--- config.mk ---
export PLATFORM = sky130hd
export DESIGN_NAME = rgbatt_ctrl
export DESIGN_NICKNAME = d
export VERILOG_FILES = /design/src/hdl/rgbatt_pkg.sv /design/src/hdl/rgbatt_ctrl.sv
export SDC_FILE = /design/constraint.sdc
export NUM_CORES = 1
export LEC_CHECK = 0
export ABC_AREA = 1
export BUFFER_PORTS_ARGS = -buffer_cell sky130_fd_sc_hd__buf_2
export CAP_MARGIN = 20
export CORE_MARGIN = 8
export CORE_UTILIZATION = 35
export CTS_CLUSTER_DIAMETER = 40
export CTS_CLUSTER_SIZE = 10
export DETAILED_ROUTE_END_ITERATION = 7
export SLEW_MARGIN = 20
export SYNTH_ARGS = -nofsm -noshare
export SYNTH_HDL_FRONTEND = slang
export SYNTH_SLANG_ARGS = --single-unit
--- constraint.sdc ---
create_clock -name clk -period 2.2 [get_ports clk]
set_input_delay 0.44 -clock clk [delete_from_list [all_inputs] [get_ports clk]]
set_output_delay 0.44 -clock clk [all_outputs]
set_load 0.1 [all_outputs]
--- src/hdl/rgbatt_pkg.sv ---
// Shared types and constants for the RGBA raster-to-tile converter.
// Used by rgbatt_ctrl, rgbatt_datapath and rgba_to_tiled_texture_top.
`default_nettype none

package rgbatt_pkg;

  // Tile index width: the column counter is 8 bits, so at most 64 tiles per band.
  localparam int TILE_W = 6;

  localparam logic [12:0] ROW_LIMIT = 13'd4096;

  // APB register select (byte address bit 2)
  localparam logic REG_COLS = 1'b0;
  localparam logic REG_ROWS = 1'b1;

  typedef struct packed {
    logic              accept;   // pixel transfer on the input channel
    logic              rd_en;    // read one tile row from the column banks
    logic [1:0]        row;      // tile row being read
    logic [TILE_W-1:0] tile;     // tile being read
    logic              push;     // move the assembled tile to the output register
  } cmd_t;

  typedef struct packed {
    logic emit_now;   // the current pixel closes a band
    logic out_free;   // output register can take a tile this cycle
    logic last_tile;  // tile in cmd is the last of the band
  } status_t;

endpackage

`default_nettype wire

--- src/hdl/rgbatt_ctrl.sv ---
// Controller for the tile converter: pixel intake and band drain sequencing.
// Depends on rgbatt_pkg for the command and status structs.
`default_nettype none

module rgbatt_ctrl (
  input  wire logic               clk,
  input  wire logic               rst,
  input  wire logic               s_valid,
  output logic                    s_ready,
  input  wire rgbatt_pkg::status_t sts,
  output rgbatt_pkg::cmd_t        cmd
);

  typedef enum logic [1:0] {ST_IDLE, ST_READ, ST_SETTLE, ST_PUSH} state_t;

  state_t                        state;
  logic [rgbatt_pkg::TILE_W-1:0] tile;
  logic [1:0]                    row;

  always_ff @(posedge clk) begin
    if (rst) begin
      state <= ST_IDLE;
      tile  <= '0;
      row   <= '0;
    end else begin
      case (state)
        ST_IDLE: begin
          if (s_valid && sts.emit_now) begin
            state <= ST_READ;
            tile  <= '0;
            row   <= '0;
          end
        end
        ST_READ: begin
          if (row == 2'd3) begin
            state <= ST_SETTLE;
          end else begin
            row <= row + 2'd1;
          end
        end
        ST_SETTLE: begin
          state <= ST_PUSH;
        end
        ST_PUSH: begin
          if (sts.out_free) begin
            if (sts.last_tile) begin
              state <= ST_IDLE;
            end else begin
              state <= ST_READ;
              tile  <= tile + rgbatt_pkg::TILE_W'(1);
              row   <= '0;
            end
          end
        end
        default: begin
          state <= ST_IDLE;
        end
      endcase
    end
  end

  assign s_ready    = (state == ST_IDLE);
  assign cmd.accept = s_valid && (state == ST_IDLE);
  assign cmd.rd_en  = (state == ST_READ);
  assign cmd.row    = row;
  assign cmd.tile   = tile;
  assign cmd.push   = (state == ST_PUSH) && sts.out_free;

  a_push_free: assert property (@(posedge clk) disable iff (rst)
    cmd.push |-> sts.out_free)
    else $error("tile pushed into a full output register");

  a_drain_start: assert property (@(posedge clk) disable iff (rst)
    (cmd.accept && sts.emit_now) |=> (cmd.rd_en && cmd.row == 2'd0 && cmd.tile == '0))
    else $error("band drain did not start at tile 0 row 0");

  a_read_order: assert property (@(posedge clk) disable iff (rst)
    (cmd.rd_en && cmd.row != 2'd3) |=> (cmd.rd_en && cmd.row == $past(cmd.row) + 2'd1))
    else $error("tile rows not read in order");

  a_no_overlap: assert property (@(posedge clk) disable iff (rst)
    (cmd.rd_en && cmd.row == 2'd3) |=> (!cmd.rd_en && !cmd.push && !cmd.accept))
    else $error("activity during tile settle cycle");

endmodule

`default_nettype wire

==> impl_metrics.py <==
metrics = {
    "run_status": {
        "status": "finished, final reports clean",
    },
    "route": {
        "viasPerCell": 4.36,
        "wl_um": 1460,
        "dr_wl_met3_um": 121,
        "drt_iter0_drc": 14,
        "final_antenna_net_count": 0,
        "met2_length_um": 589,
        "num_vias": 641,
        "drc": 0,
        "detail_route.wl_per_cell_um": 9.94,
        "firstDrtPassIters": 2,
        "dr.max_layer_used": "met4",
        "wl_met1_um": 713,
    },
    "clocking": {
        "clock_path_buffers": 2,
        "cts_made_buffers": 3,
        "cts_resized": 0,
        "postCtsSetupBuffers": 0,
        "cts_max_level": 1,
        "cts_tree": "yes",
        "clkTransAtPathRegs_ps": 70,
        "holdBufCountCts": 0,
        "clk_latency_ps": 270,
        "clockRootBuffer": "clkbuf_4",
        "cts_sinks": 10,
    },
    "global_routing": {
        "antenna_found_initial": 0,
        "grt_pass1_vias": 648,
        "grt_use_total": 0.0976,
        "grt_pass1_wl_um": 2640,
        "grt_overflow": 0,
        "grt_max_degree": 8,
    },
    "run": {
        "maxCapViolCount": 0,
    },
    "synth": {
        "synthTopCellsByArea": "dfxtp_1 (30%), nand2_1 (15%), ha_1 (13%)",
        "ys_seq_area_frac": 0.304,
        "netlist_area_um2": 658,
        "synth_top_area_cell": "dfxtp_1",
        "ys_types": 16,
        "avgSynthCellArea_um2": 6.52,
        "synth_top_area_share": 0.304,
        "ys_ff_latch": 10,
        "synth_cells": 101,
        "synth_nets": 114,
        "ys.warnings.count": 0,
    },
    "floorplan": {
        "dieArea_mm2": 0.00352,
        "coreArea_mm2": 0.00175,
        "fp.dieH_um": 59.4,
        "boundaryPins": 18,
        "die_x_um": 59.4,
        "start_util": 0.377,
        "rows": 15,
    },
    "timing": {
        "slew_viol_final": 0,
        "grt_setup_unrepaired": "no",
        "period_share": 0.879,
        "slew_headroom": 0.675,
        "fin_skew_ps": 2.03,
        "tightest_slew_ps": 492,
        "hold_viol_final": 0,
        "fmax_mhz": 517,
        "period_minus_slack_ps": 1930,
        "setup_viol": 0,
        "fin_setup_tns_ps": 0,
    },
    "power_and_ir_drop": {
        "max-vdd-ir-drop_uv": 888,
        "p_seq_frac": 0.209,
        "leakagePower_nw": 0.428,
        "powerDensity_mw_per_mm2": 1570,
        "p_int_uw": 494,
        "p_sw_frac": 0.614,
        "clock_power_share": 0.134,
        "netSwitchingPower_uw": 786,
        "combPwrFrac": 0.657,
    },
    "cells_and_area": {
        "nets": 136,
        "drive_gt1_frac": 0.246,
        "fill_cells": 194,
        "fin_util": 0.466,
        "diodes": 0,
        "areaGrowthSynthToFinish_pct": 23.6,
    },
    "placed_design": {
        "finalWeightedCongestion": 0.769,
        "dpl.hpwl_um": 1210,
        "port_buffers": 17,
    },
    "setup_path": {
        "critPathCaptureType": "output port",
        "worstPathMaxFanout": 6,
        "critPathKind": "register to output port",
        "reg2reg_depth": 8,
        "critPathLaunchType": "register",
        "rr_startpoint": "state[0]",
        "required_ps": 1760,
        "r2r_slack_ps": 710,
        "worstPathArrival_ps": 1490,
        "rr_endpoint": "tile[3]",
    },
    "min_path": {
        "holdPathEnd": "state[0]",
        "worstHoldPathCells": 2,
        "hold_class": "input port to register",
        "hold_start": "rst",
    },
}
## routing by layer
layer | vias to the layer above | GRT usage
met3 | 5 | 0.0369
met2 | 15 | 0.153
met5 | - | 0
met1 | 267 | 0.108
met4 | 0 | 0.0614
li1 | 354 | -
## Yosys cell counts, drive strengths merged
cell type  instances
a21oi              6
and3               1
dfxtp             10
ha                 7
inv               18
nand2             30
nand3              7
nand3b             1
nand4              1
nor2              14
o21ai              4
or2                1
xnor2              1
## per-stage QoR
stage,cells,setup slack [ps],cell area [µm²],power (mW),hold slack [ps]
floorplan,101,64.2,661,0.992,493
global placement,143,593,777,1.11,456
detailed placement,143,561,777,1.12,467
CTS,147,254,813,1.29,421
global route,147,142,813,1.38,443
finish,147,266,813,1.28,420
## layout by cell type (no fill, tap or decap)
master / synthesis / final
nor2_1: 13 / 13
inv_1: 15 / 15
buf_2: 0 / 17
ha_1: 7 / 6
nand3_1: 7 / 7
ha_2: 0 / 1
xnor2_1: 1 / 1
dfxtp_1: 10 / 10
a21oi_1: 6 / 6
clkbuf_8: 0 / 1
nand2_2: 4 / 4
or2_1: 1 / 1
nor2_4: 1 / 1
nand3b_1: 1 / 1
nand4_1: 1 / 1
inv_2: 3 / 3
nand2_1: 26 / 26
o21ai_0: 4 / 4
and3_1: 1 / 1
clkbuf_4: 0 / 3
## worst max path at each step
stage | from | endpoint | depth (start not counted)
floorplan | state[0] | cmd[10] | 4
global placement | state[0] | cmd[10] | 5
detailed placement | state[0] | cmd[10] | 5
CTS | state[0] | cmd[10] | 5
global route | state[0] | cmd[10] | 5
finish | state[0] | cmd[10] | 5
## power groups by stage
stage / combinational (mW) / sequential [mW] / clock [mW]
final: 0.842 / 0.267 / 0.172
after global routing: 0.922 / 0.277 / 0.182
after CTS: 0.849 / 0.267 / 0.177
after detailed placement: 0.847 / 0.271 / 0
after global placement: 0.844 / 0.268 / 0
after floorplan: 0.547 / 0.445 / 0
## cell type report
class	count	area, µm²	area share
clock buffers	4	36.3	0.0446
repair buffers	17	85.1	0.105
inverters	18	67.6	0.0831
well taps	25	31.3	0.0385
flip-flops and latches	10	200	0.246
multi-input cells	73	393	0.483
## registers in the layout, indices dropped and copies added (netlist names)
name,count
tile,6
state,2
row,2
## cell families after synthesis
family                   after synthesis  share of synthesized area
AND/OR/NAND/NOR                       55                      0.371
buffers and inverters                 18                      0.103
AO/OA/AOI/OAI                         10                     0.0760
flip-flops                            10                      0.304
adder cells (fa/ha/maj)                7                      0.133
XOR/XNOR                               1                     0.0133
## critical path, cell delays in order, from the launching register on
cell	delay, ps
dfxtp_1	360
inv_1	120
ha_2	230
nand2_1	60
inv_1	40
buf_2	410
Power figures use the tool's default switching activity.
